**src/rtl/hte_pkg.sv**
```systemverilog
// Package for the HTML text escaper: request descriptor type, entity codes
// and the entity character table. No dependencies.
package hte_pkg;

    localparam int QUEUE_DEPTH = 4;
    localparam int QUEUE_AW    = $clog2(QUEUE_DEPTH);
    localparam int QUEUE_CW    = $clog2(QUEUE_DEPTH + 1);

    localparam logic [7:0] LEAD_BYTE = 8'hC2;
    localparam logic [7:0] NBSP_TAIL = 8'hA0;
    localparam logic [7:0] CH_AMP    = 8'h26;
    localparam logic [7:0] CH_QUOTE  = 8'h22;
    localparam logic [7:0] CH_LT     = 8'h3C;
    localparam logic [7:0] CH_GT     = 8'h3E;
    localparam logic [7:0] CH_SEMI   = 8'h3B;

    typedef enum logic [2:0] {
        K_NONE = 3'd0,
        K_BYTE = 3'd1,
        K_AMP  = 3'd2,
        K_NBSP = 3'd3,
        K_QUOT = 3'd4,
        K_LT   = 3'd5,
        K_GT   = 3'd6
    } kind_t;

    // one queued request: optional held C2 in front, then the body
    typedef struct packed {
        logic       prefix;
        kind_t      kind;
        logic [7:0] data;
        logic       last;
    } job_t;

    function automatic logic [2:0] kind_len(input kind_t kind);
        logic [2:0] len;
        unique case (kind)
            K_NONE:          len = 3'd0;
            K_BYTE:          len = 3'd1;
            K_AMP:           len = 3'd5;
            K_NBSP, K_QUOT:  len = 3'd6;
            K_LT, K_GT:      len = 3'd4;
            default:         len = 3'd0;
        endcase
        return len;
    endfunction

    function automatic logic [7:0] kind_char(input kind_t kind, input logic [2:0] idx,
                                             input logic [7:0] data);
        logic [7:0] c;
        c = CH_SEMI;
        unique case (kind)
            K_BYTE: c = data;
            K_AMP:
                case (idx)
                    3'd0:    c = CH_AMP;
                    3'd1:    c = 8'h61; // a
                    3'd2:    c = 8'h6D; // m
                    3'd3:    c = 8'h70; // p
                    default: c = CH_SEMI;
                endcase
            K_NBSP:
                case (idx)
                    3'd0:    c = CH_AMP;
                    3'd1:    c = 8'h6E; // n
                    3'd2:    c = 8'h62; // b
                    3'd3:    c = 8'h73; // s
                    3'd4:    c = 8'h70; // p
                    default: c = CH_SEMI;
                endcase
            K_QUOT:
                case (idx)
                    3'd0:    c = CH_AMP;
                    3'd1:    c = 8'h71; // q
                    3'd2:    c = 8'h75; // u
                    3'd3:    c = 8'h6F; // o
                    3'd4:    c = 8'h74; // t
                    default: c = CH_SEMI;
                endcase
            K_LT:
                case (idx)
                    3'd0:    c = CH_AMP;
                    3'd1:    c = 8'h6C; // l
                    3'd2:    c = 8'h74; // t
                    default: c = CH_SEMI;
                endcase
            K_GT:
                case (idx)
                    3'd0:    c = CH_AMP;
                    3'd1:    c = 8'h67; // g
                    3'd2:    c = 8'h74; // t
                    default: c = CH_SEMI;
                endcase
            default: c = CH_SEMI;
        endcase
        return c;
    endfunction

endpackage

```
**src/rtl/hte_front.sv**
```systemverilog
// Front end: takes input bytes, tracks the held C2 and the mode register,
// and queues a request for each byte but a held C2. Depends on hte_pkg.
module hte_front
    import hte_pkg::*;
(
    input  logic       clk,
    input  logic       rst_n,
    input  logic       cfg_wr_en,
    input  logic       cfg_wr_data,
    input  logic       in_valid,
    input  logic [7:0] in_byte,
    input  logic       in_last,
    input  logic       queue_full,
    output logic       in_ready,
    output logic       push,
    output job_t       push_job
);

    logic mode_reg, mode_next;
    logic held_reg, held_next;
    logic accept;
    job_t job;
    logic hold_now;

    assign in_ready = !queue_full;
    assign accept   = in_valid && in_ready;

    always_comb
    begin
        job.prefix = held_reg && (in_byte != NBSP_TAIL);
        job.data   = in_byte;
        job.last   = in_last;
        job.kind   = K_BYTE;
        hold_now   = 1'b0;
        if (held_reg && in_byte == NBSP_TAIL)
            job.kind = K_NBSP;
        else if (in_byte == CH_AMP)
            job.kind = K_AMP;
        else if (in_byte == LEAD_BYTE)
        begin
            if (!in_last)
            begin
                job.kind = K_NONE;
                hold_now = 1'b1;
            end
        end
        else if (mode_reg && in_byte == CH_QUOTE)
            job.kind = K_QUOT;
        else if (!mode_reg && in_byte == CH_LT)
            job.kind = K_LT;
        else if (!mode_reg && in_byte == CH_GT)
            job.kind = K_GT;
    end

    assign push     = accept && (job.prefix || job.kind != K_NONE);
    assign push_job = job;

    assign mode_next = cfg_wr_en ? cfg_wr_data : mode_reg;
    assign held_next = accept ? hold_now : held_reg;

    always_ff @(posedge clk or negedge rst_n)
    begin
        if (!rst_n)
        begin
            mode_reg <= 1'b0;
            held_reg <= 1'b0;
        end
        else
        begin
            mode_reg <= mode_next;
            held_reg <= held_next;
        end
    end

endmodule

```
**src/rtl/hte_queue.sv**
```systemverilog
// Small request queue between front and back end.
// Depends on hte_pkg.
module hte_queue
    import hte_pkg::*;
(
    input  logic clk,
    input  logic rst_n,
    input  logic push,
    input  job_t push_job,
    input  logic pop,
    output logic full,
    output logic empty,
    output job_t head
);

    job_t                mem [QUEUE_DEPTH];
    logic [QUEUE_AW-1:0] wr_ptr_reg, wr_ptr_next;
    logic [QUEUE_AW-1:0] rd_ptr_reg, rd_ptr_next;
    logic [QUEUE_CW-1:0] count_reg, count_next;

    assign full  = (count_reg == QUEUE_CW'(QUEUE_DEPTH));
    assign empty = (count_reg == '0);
    assign head  = mem[rd_ptr_reg];

    always_comb
    begin
        wr_ptr_next = push ? QUEUE_AW'(wr_ptr_reg + 1'b1) : wr_ptr_reg;
        rd_ptr_next = pop ? QUEUE_AW'(rd_ptr_reg + 1'b1) : rd_ptr_reg;
        count_next  = count_reg;
        if (push && !pop)
            count_next = QUEUE_CW'(count_reg + 1'b1);
        else if (!push && pop)
            count_next = QUEUE_CW'(count_reg - 1'b1);
    end

    always_ff @(posedge clk)
    begin
        if (push)
            mem[wr_ptr_reg] <= push_job;
    end

    always_ff @(posedge clk or negedge rst_n)
    begin
        if (!rst_n)
        begin
            wr_ptr_reg <= '0;
            rd_ptr_reg <= '0;
            count_reg  <= '0;
        end
        else
        begin
            wr_ptr_reg <= wr_ptr_next;
            rd_ptr_reg <= rd_ptr_next;
            count_reg  <= count_next;
        end
    end

    a_no_overflow: assert property (@(posedge clk) disable iff (!rst_n)
        full |-> !push)
        else $error("queue push while full");
    a_no_underflow: assert property (@(posedge clk) disable iff (!rst_n)
        empty |-> !pop)
        else $error("queue pop while empty");
    a_count_range: assert property (@(posedge clk) disable iff (!rst_n)
        count_reg <= QUEUE_CW'(QUEUE_DEPTH))
        else $error("queue count out of range");

endmodule

```
**src/rtl/hte_back.sv**
```systemverilog
// Back end: walks each queued request one output byte per cycle unless
// the output stalls, into the output register. Depends on hte_pkg.
module hte_back
    import hte_pkg::*;
(
    input  logic       clk,
    input  logic       rst_n,
    input  logic       head_valid,
    input  job_t       head,
    output logic       pop,
    output logic       out_valid,
    input  logic       out_ready,
    output logic [7:0] out_byte,
    output logic       out_run_last,
    output logic       out_str_end
);

    logic [2:0] step_reg, step_next;
    logic       valid_reg, valid_next;
    logic [7:0] byte_reg;
    logic       run_last_reg;
    logic       str_end_reg;

    logic [2:0] job_len;
    logic [2:0] idx;
    logic [7:0] cur_byte;
    logic       cur_last;
    logic       fire;

    assign job_len  = 3'(kind_len(head.kind) + {2'b00, head.prefix});
    assign idx      = 3'(step_reg - {2'b00, head.prefix});
    assign cur_byte = (head.prefix && step_reg == 3'd0) ? LEAD_BYTE
                                                        : kind_char(head.kind, idx, head.data);
    assign cur_last = (step_reg == 3'(job_len - 3'd1));
    assign fire     = head_valid && (!valid_reg || out_ready);
    assign pop      = fire && cur_last;

    always_comb
    begin
        step_next  = step_reg;
        valid_next = valid_reg;
        if (fire)
        begin
            valid_next = 1'b1;
            step_next  = cur_last ? 3'd0 : 3'(step_reg + 3'd1);
        end
        else if (out_ready)
            valid_next = 1'b0;
    end

    always_ff @(posedge clk or negedge rst_n)
    begin
        if (!rst_n)
        begin
            step_reg  <= 3'd0;
            valid_reg <= 1'b0;
        end
        else
        begin
            step_reg  <= step_next;
            valid_reg <= valid_next;
        end
    end

    always_ff @(posedge clk)
    begin
        if (fire)
        begin
            byte_reg     <= cur_byte;
            run_last_reg <= cur_last;
            str_end_reg  <= cur_last && head.last;
        end
    end

    assign out_valid    = valid_reg;
    assign out_byte     = byte_reg;
    assign out_run_last = run_last_reg;
    assign out_str_end  = str_end_reg;

    a_step_in_job: assert property (@(posedge clk) disable iff (!rst_n)
        head_valid |-> step_reg < job_len)
        else $error("step beyond request length");
    a_end_on_last: assert property (@(posedge clk) disable iff (!rst_n)
        (valid_reg && str_end_reg) |-> run_last_reg)
        else $error("string end without run end");
    a_step_idle: assert property (@(posedge clk) disable iff (!rst_n)
        !head_valid |-> step_reg == 3'd0)
        else $error("step left nonzero with queue empty");

endmodule

```
**src/rtl/html_text_escaper_unit.sv**
```systemverilog
// HTML text escaper: top level joining front end, request queue and back end.
// Depends on hte_pkg, hte_front, hte_queue, hte_back.
//
// Usage:
//   s_axis carries the string one byte per request, s_axis_tlast on its
//   final byte. m_axis carries the escaped bytes; m_axis_tlast marks the
//   last byte produced by one input byte, m_axis_tuser the last byte of the
//   whole string. A non-final C2 is held and produces nothing until the next
//   byte arrives. cfg_wr_en/cfg_wr_data write the mode bit (1 = attribute,
//   escape double quotes; 0 = text, escape angle brackets); write it only
//   while the block is idle.
//   An accepted byte goes into the request queue, then the walker puts
//   its first output byte in the output register. Throughput: one output
//   byte per cycle while m_axis_tready is high, set by the back-end walker;
//   a plain stream runs at one byte per cycle; an entity gives 4 to 7 bytes.
//   A four-entry request queue absorbs the difference; s_axis_tready drops
//   only when it is full. When m_axis_tready is low the output register
//   holds its byte and the walker stops, then the queue fills.
//   Reset clears the mode to text, drops any held C2 and empties the queue.
module html_text_escaper_unit
    import hte_pkg::*;
(
    input  logic       clk,
    input  logic       rst_n,
    input  logic       cfg_wr_en,
    input  logic       cfg_wr_data,
    input  logic       s_axis_tvalid,
    output logic       s_axis_tready,
    input  logic [7:0] s_axis_tdata,   // [7:0] data_byte
    input  logic       s_axis_tlast,   // string_end
    output logic       m_axis_tvalid,
    input  logic       m_axis_tready,
    output logic [7:0] m_axis_tdata,   // [7:0] out_byte
    output logic       m_axis_tlast,   // run_last
    output logic       m_axis_tuser    // [0] out_string_end
);

    logic push;
    job_t push_job;
    logic pop;
    logic full;
    logic empty;
    job_t head;

    hte_front u_front (
        .clk        (clk),
        .rst_n      (rst_n),
        .cfg_wr_en  (cfg_wr_en),
        .cfg_wr_data(cfg_wr_data),
        .in_valid   (s_axis_tvalid),
        .in_byte    (s_axis_tdata),
        .in_last    (s_axis_tlast),
        .queue_full (full),
        .in_ready   (s_axis_tready),
        .push       (push),
        .push_job   (push_job)
    );

    hte_queue u_queue (
        .clk     (clk),
        .rst_n   (rst_n),
        .push    (push),
        .push_job(push_job),
        .pop     (pop),
        .full    (full),
        .empty   (empty),
        .head    (head)
    );

    hte_back u_back (
        .clk         (clk),
        .rst_n       (rst_n),
        .head_valid  (!empty),
        .head        (head),
        .pop         (pop),
        .out_valid   (m_axis_tvalid),
        .out_ready   (m_axis_tready),
        .out_byte    (m_axis_tdata),
        .out_run_last(m_axis_tlast),
        .out_str_end (m_axis_tuser)
    );

endmodule
```
**config.mk**
```make
export PLATFORM = sky130hd
export DESIGN_NAME = html_text_escaper_unit
export DESIGN_NICKNAME = d
export VERILOG_FILES = /design/src/rtl/hte_pkg.sv /design/src/rtl/hte_front.sv /design/src/rtl/hte_queue.sv /design/src/rtl/hte_back.sv /design/src/rtl/html_text_escaper_unit.sv
export SDC_FILE = /design/constraint.sdc
export NUM_CORES = 1
export LEC_CHECK = 0
export BUFFER_PORTS_ARGS = -buffer_cell sky130_fd_sc_hd__buf_2
export CORE_AREA = 5 5 119 121
export CTS_BUF_LIST = sky130_fd_sc_hd__clkbuf_8 sky130_fd_sc_hd__clkbuf_16
export DETAILED_ROUTE_END_ITERATION = 10
export DIE_AREA = 0 0 124 126
export GPL_ROUTABILITY_DRIVEN = 0
export PLACE_DENSITY = 0.55
export SETUP_SLACK_MARGIN = 0.5
export SLEW_MARGIN = 15
export SYNTH_ARGS = -nofsm -noshare
export SYNTH_HDL_FRONTEND = slang
export SYNTH_SLANG_ARGS = --single-unit
```
**constraint.sdc**
```tcl
create_clock -name clk -period 5.6 [get_ports clk]
set_input_delay 0.56 -clock clk [delete_from_list [all_inputs] [get_ports clk]]
set_output_delay 0.56 -clock clk [all_outputs]
set_load 0.01 [all_outputs]
```
After elaboration in Yosys (flattened, before gate mapping):

Memories as Yosys holds them, arrays and structs flattened.
Index checks and enable logic that the tools add are counted.
Widths: inputs -> output; s select.

* memories kept: 1
* bits in registers: 23
* output and inout bits: 12
* input port bits: 15
* logic and storage cells: 92
* memory bits (writable): 52

* reductions and logical operators: 29
* multiplexer cells: 25
* $add $sub $neg: 8
* eq/ne operators: 19

Memories
* u_queue.mem: words 4, width 13, read ports 1, clocked after memory_dff 0, wr ports 1, RTL line hte_queue.sv:16 `job_t mem [QUEUE_DEPTH];`

Operator list (number)
* $pmux 7 s5: 2
* $pmux 8 s6: 1
* $pmux 7 s3: 2
* $eq 8x6->1 const B: 4
* $pmux 7 s4: 1
* $mux 3: 9
* $eq 8x8->1 const B: 2
* $eq 3x3->1 const B: 5
* $logic_and 1x1->1: 13
* $eq 3x2->1 const B: 4
* $pmux 3 s4: 1
* $logic_not 3->1: 3
* $mux 1: 9
* $ne 8x8->1 const B: 1
* $add 3x1->3 const B: 2
* $eq 3x1->1 const B: 2
* $logic_not 1->1: 6
* $sub 3x1->3 const B: 2
* $add 2x1->2 const B: 2
* $reduce_bool 2->1: 2
* $reduce_or 2->1: 2
* $add 3x1->3: 1
* $eq 3x3->1: 1
* $reduce_bool 3->1: 1
* 2 further kinds: 3

Logic depth before layout (Yosys ltp):

* depth in word-level cells: 15
* mapped depth: 16

Modules after synthesis:

A second synthesis with hierarchy kept.

* cells, all modules: 277
* area, all modules: 3804.9 um2

Modules (own cells, without submodules)
* hte_queue: area an instance 2299.7 um2, times used 1, cells each 102
* hte_back: area an instance 1188.6 um2, times used 1, cells each 141
* hte_front: area an instance 312.8 um2, times used 1, cells each 33
* html_text_escaper_unit: area an instance 3.8 um2, times used 1, cells each 1

Least setup slack after synthesis:

Ideal clock, no wire load.

* kind: reg-to-reg
* start point: reg u_queue.rd_ptr_reg[0]
* end point: reg u_queue.count_reg[2]
* arrival time: 3.550 ns
* path slack: 1.971 ns
* path buffers: 3
* cell stages (with the launch flop): 17
* period minus slack after synthesis: 3.629 ns
* cells stage by stage: dfrtp_1 > buf_6 > mux4_2 > clkbuf_1 > buf_2 > nand2b_1 > ha_1 > ha_1 > xor2_1 > or3_4 > nand4_1 > ha_1 > inv_1 > fa_1 > xor2_1 > nor2_1 > xor2_1

* word-level cells in the longest chain between the ends: 11
* elaborated cells on any way between the ends: 19
* classes of those cells: add/sub: 2; eq/ne: 7; mux: 2; reduce/logical: 7; memory: 1

RTL lines
* start, declared: RTL line hte_queue.sv:18 `logic [QUEUE_AW-1:0] rd_ptr_reg, rd_ptr_next;`
* start signal, assigned: RTL line hte_queue.sv:53 `rd_ptr_reg <= rd_ptr_next;`
* $mem_v2 4x13 (*)
* $eq 3x3->1 or $eq 3x2->1 (tied branches): RTL line hte_pkg.sv:37 `unique case (kind)`
* $reduce_or 2->1: RTL line hte_pkg.sv:37
* $pmux 3 s4: RTL line hte_pkg.sv:37
* $add 3x1->3 (*): RTL line hte_back.sv:30 `assign job_len = 3'(kind_len(head.kind) + {2'b00, head.prefix});`
* $sub 3x1->3 (*): RTL line hte_back.sv:34 `assign cur_last = (step_reg == 3'(job_len - 3'd1));`
* $eq 3x3->1 (*): RTL line hte_back.sv:34
* $logic_and 1x1->1 (*): RTL line hte_back.sv:36 `assign pop = fire && cur_last;`
* $logic_not 1->1: RTL line hte_queue.sv:30 `if (push && !pop)`
* $logic_and 1x1->1: RTL line hte_queue.sv:30
* $mux 3 or $reduce_bool 2->1 (tied branches)
* end signal, assigned: RTL line hte_queue.sv:54 `count_reg <= count_next;`
* end, declared: RTL line hte_queue.sv:19 `logic [QUEUE_CW-1:0] count_reg, count_next;`

Mark *: on every way between the ends. The rest lies on a longest branch, timed or not.
A chain may end at the register's enable or synchronous reset.

Worst setup path after layout:

* start point: reg u_queue.rd_ptr_reg[1]
* end point: reg u_queue.count_reg[2]

Same word-level chain as after synthesis.

==> metrics.txt <==
# TYPE chip_impl_metric gauge
chip_impl_metric{name="drive_above_1_share",unit="%"} 22.4
chip_impl_metric{name="synth_edf_count",unit=""} 62
chip_impl_metric{name="filler_cell_count",unit=""} 1305
chip_impl_metric{name="synth_sequential_area_ratio",unit="%"} 59.8
chip_impl_info{name="max_flop_register",value="u_queue.mem"} 1
chip_impl_info{name="most_frequent_cells_in_the_layout",value="sky130_fd_sc_hd__edfxtp_1 (62), sky130_fd_sc_hd__buf_2 (26), sky130_fd_sc_hd__nand2_1 (16), sky130_fd_sc_hd__inv_1 (15)"} 1
chip_impl_metric{name="clkLatencyLatePin",unit="ps"} 330
chip_impl_metric{name="synthDistinctLibCells",unit=""} 52
chip_impl_metric{name="worstMarginPinSlew",unit="ps"} 909
chip_impl_info{name="synth_top_flop_cell",value="sky130_fd_sc_hd__edfxtp_1"} 1
chip_impl_metric{name="ys_seq_elements",unit=""} 75
chip_impl_info{name="hold_path_class",value="input pin to async pin"} 1
chip_impl_metric{name="detail-route-antenna-nets",unit=""} 0
chip_impl_metric{name="cts_made_buffers",unit=""} 9
chip_impl_metric{name="antenna_found_initial",unit=""} 0
chip_impl_metric{name="number_of_drc_violations_after_detailed_routing_iteration_0",unit=""} 124
chip_impl_metric{name="placed_cells",unit=""} 454
chip_impl_metric{name="post_cts.resized_instances",unit=""} 0
chip_impl_metric{name="synthesis.nets",unit=""} 289
chip_impl_metric{name="fp.dieH",unit="um"} 126
chip_impl_metric{name="h-tree-depth",unit=""} 3
chip_impl_metric{name="fraction_of_the_cycle_the_final_worst_path_needs",unit="%"} 70.0
chip_impl_metric{name="rows",unit=""} 42
chip_impl_metric{name="first_pass_detailed_route_iteration_total",unit=""} 4
chip_impl_metric{name="slew_violations",unit=""} 0
chip_impl_info{name="tritoncts",value="yes"} 1
chip_impl_metric{name="regArea",unit="mm2"} 0.00219
chip_impl_metric{name="clock-skew-final",unit="ps"} 8.61
chip_impl_metric{name="tritoncts_num_sinks",unit=""} 75
chip_impl_metric{name="setup_viol",unit=""} 0
chip_impl_metric{name="reg2reg_setup_slack",unit="ps"} 1680
chip_impl_metric{name="io_pins",unit=""} 27
chip_impl_metric{name="worst_slack",unit="ps"} 1680
chip_impl_metric{name="fp.coreArea",unit="mm2"} 0.0130
chip_impl_metric{name="detail_route.drc_violations",unit=""} 0
chip_impl_metric{name="post_synth_inst_count",unit=""} 262
chip_impl_info{name="layout.cells.most_common",value="sky130_fd_sc_hd__edfxtp_1"} 1
chip_impl_info{name="run_status",value="finished clean"} 1
chip_impl_info{name="synth.area.top_cells",value="sky130_fd_sc_hd__edfxtp_1 (51%), sky130_fd_sc_hd__dfrtp_1 (8.9%), sky130_fd_sc_hd__mux4_2 (8.0%)"} 1
chip_impl_metric{name="critical_path_peak_fanout",unit=""} 23
chip_impl_metric{name="dieArea",unit="mm2"} 0.0156
chip_impl_metric{name="setup-tns-final",unit="ps"} 0
chip_impl_metric{name="drv.max_cap_violation_count",unit=""} 0
chip_impl_metric{name="multi_input_area",unit="mm2"} 0.00136
chip_impl_info{name="critPathKind",value="register to register"} 1
chip_impl_metric{name="largest_register_ff_count",unit=""} 52
chip_impl_metric{name="detailedPlacementHpwl",unit="mm"} 5.12
chip_impl_metric{name="totalWireLength",unit="mm"} 7.17
chip_impl_metric{name="dr_total_vias",unit=""} 2181
chip_impl_metric{name="synth_area_per_cell",unit="um2"} 13.9
chip_impl_metric{name="syn2layout_area_growth",unit="%"} 16.2
chip_impl_metric{name="cts_hold_buffers",unit=""} 0
chip_impl_metric{name="post_layout_nonfiller_instances",unit=""} 470
chip_impl_metric{name="finalHoldViolCount",unit=""} 0
chip_impl_metric{name="syn_area",unit="mm2"} 0.00365
chip_impl_metric{name="cts_setup_buffers",unit=""} 0
chip_impl_metric{name="ir_worst_vdd",unit="V"} 0.000218
chip_impl_metric{name="nets",unit=""} 316
chip_impl_info{name="rsz0062_at_grt",value="false"} 1
chip_impl_metric{name="achievable-frequency",unit="MHz"} 255
chip_impl_metric{name="crit_required",unit="ps"} 5860
chip_impl_metric{name="timing.max_slew.rel_slack",unit="%"} 38.6
chip_impl_metric{name="place_ws",unit="ps"} 1650
chip_impl_info{name="critPathLaunch",value="u_queue.rd_ptr_reg[1]$_DFFE_PN0P_"} 1
chip_impl_metric{name="io_buffers",unit=""} 26
chip_impl_metric{name="globalRouteOverflowTotal",unit=""} 0
chip_impl_metric{name="die_width",unit="um"} 124
chip_impl_metric{name="synth-warning-count",unit=""} 0
chip_impl_metric{name="grt_start_max_net_pins",unit=""} 24
chip_impl_metric{name="portion_of_synthesized_cell_area_occupied_by_the_leading_cell_type",unit="%"} 50.9
chip_impl_metric{name="via_count_normalized_by_instance_count",unit=""} 4.64
chip_impl_info{name="clock_tree_root_buffer_cell",value="sky130_fd_sc_hd__clkbuf_16"} 1
chip_impl_metric{name="synth-async-reset-ratio",unit="%"} 17.3
chip_impl_metric{name="antenna_cells",unit=""} 0
chip_impl_metric{name="power-per-cell-area",unit="mW/mm2"} 622
chip_impl_metric{name="grt_use_total",unit="%"} 9.64
chip_impl_metric{name="period_minus_slack",unit="ps"} 3920
chip_impl_metric{name="grt_pass1_vias",unit=""} 2209
chip_impl_info{name="timing.critical_path.to_type",value="register"} 1
chip_impl_info{name="synth_largest_area_cell",value="sky130_fd_sc_hd__edfxtp_1"} 1
chip_impl_info{name="reg2reg_from",value="u_queue.rd_ptr_reg[1]$_DFFE_PN0P_"} 1
chip_impl_metric{name="power_leakage",unit="nW"} 1.52
chip_impl_metric{name="clkTransAtPathRegs",unit="ps"} 70
chip_impl_metric{name="route.detailed.wl_per_inst",unit="um"} 15.3
chip_impl_metric{name="initial_core_util",unit="%"} 28.2
chip_impl_metric{name="ctsLongestPathBuffers",unit=""} 2
chip_impl_metric{name="cp_data_arrival_time",unit="ps"} 4180
chip_impl_info{name="worstSetupStartpointType",value="register"} 1
chip_impl_metric{name="first_pass_grt_wire_length",unit="mm"} 11.6
-- metal layers --
layer	track usage, %	vias to the layer above	routed length (um)
met2	15.0	41	3450
met4	2.77	0	87
met1	13.0	1077	3310
met5	0	-	0
met3	3.05	9	333
li1	-	1054	-
-- critical path, stage by stage, from the launching register on --
cell and delay, ps:
sky130_fd_sc_hd__dfrtp_1 730, sky130_fd_sc_hd__mux4_2 610, sky130_fd_sc_hd__xor2_1 260, sky130_fd_sc_hd__nand2b_1 80, sky130_fd_sc_hd__ha_1 180, sky130_fd_sc_hd__ha_1 180
sky130_fd_sc_hd__xor2_1 160, sky130_fd_sc_hd__or3_4 420, sky130_fd_sc_hd__nand4_1 150, sky130_fd_sc_hd__ha_1 210, sky130_fd_sc_hd__inv_1 60, sky130_fd_sc_hd__fa_1 370
sky130_fd_sc_hd__xor2_1 170, sky130_fd_sc_hd__nor2_1 110, sky130_fd_sc_hd__xor2_1 150
-- power by group --
| part | internal [mW] | total (mW) | leakage, nW | switching (mW) |
|---|---|---|---|---|
| sequential | 0.800 | 0.894 | 0.726 | 0.0942 |
| clock | 0.312 | 0.555 | 0.145 | 0.243 |
| combinational | 0.525 | 1.19 | 0.654 | 0.670 |
| total | 1.64 | 2.64 | 1.52 | 1.01 |
-- final cells by class --
type	count	area share [%]
Clock inverter	7	1.47
Sequential cell	75	51.5
Tap cell	176	5.18
Inverter	15	1.33
Multi-Input combinational cell	161	32.0
Timing Repair Buffer	27	3.24
Clock buffer	9	5.30
-- synth_stat cells, types with 2 or more instances --
library cell / instances
sky130_fd_sc_hd__a2bb2oi_1: 2
sky130_fd_sc_hd__nor2_1: 6
sky130_fd_sc_hd__xnor2_1: 8
sky130_fd_sc_hd__ha_1: 11
sky130_fd_sc_hd__and3b_1: 3
sky130_fd_sc_hd__nor3b_1: 3
sky130_fd_sc_hd__nand3b_1: 3
sky130_fd_sc_hd__xor2_1: 5
sky130_fd_sc_hd__inv_1: 15
sky130_fd_sc_hd__nor2b_1: 6
sky130_fd_sc_hd__buf_2: 3
sky130_fd_sc_hd__edfxtp_1: 62
sky130_fd_sc_hd__o21ai_0: 12
sky130_fd_sc_hd__mux2_2: 3
sky130_fd_sc_hd__and2_1: 9
sky130_fd_sc_hd__a31oi_1: 4
sky130_fd_sc_hd__nand4_1: 2
sky130_fd_sc_hd__o21ai_1: 4
sky130_fd_sc_hd__dfrtp_1: 13
sky130_fd_sc_hd__o211ai_1: 2
sky130_fd_sc_hd__and3_4: 2
sky130_fd_sc_hd__nor4bb_1: 2
sky130_fd_sc_hd__nor3_1: 2
sky130_fd_sc_hd__nand3_1: 6
sky130_fd_sc_hd__nand2b_1: 4
sky130_fd_sc_hd__clkbuf_1: 7
sky130_fd_sc_hd__nand2_1: 16
sky130_fd_sc_hd__a21o_1: 2
sky130_fd_sc_hd__mux2i_1: 3
sky130_fd_sc_hd__a21oi_1: 8
sky130_fd_sc_hd__mux4_2: 13
-- metrics by stage --
stage	power [mW]	utilization [%]	hold WS [ps]	cell area [um2]
after floorplan	1.83	-	264	3650
final	2.64	32.7	115	4250
after global placement	2.09	30.5	474	3960
after detailed placement	2.11	30.5	478	3960
after CTS	2.67	32.7	120	4250
after global routing	2.84	32.7	132	4250
-- worst paths after layout --
path / endpoint / cells after the start
setup / recovery: u_queue.count_reg[2]$_DFFE_PN0P_ / 14
hold / removal: u_queue.wr_ptr_reg[0]$_DFFE_PN0P_ / 1
setup reg to reg: u_queue.count_reg[2]$_DFFE_PN0P_ / 14
hold reg to reg: u_back.out_valid$_DFFE_PN0P_ / 2
max in group asynchronous: u_queue.count_reg[0]$_DFFE_PN0P_ / 1
min in group clk: u_front.mode_reg$_DFFE_PN0P_ / 2
-- logic make-up after synthesis --
logic type	synth area share, %
AO/OA/AOI/OAI	9.04
XOR/XNOR	3.12
adder cells (fa/ha/maj)	4.31
buffers and inverters	2.98
flip-flops	59.8
multiplexers	9.76
AND/OR/NAND/NOR	11.0
No activity file was read; power rests on OpenSTA's default activity.
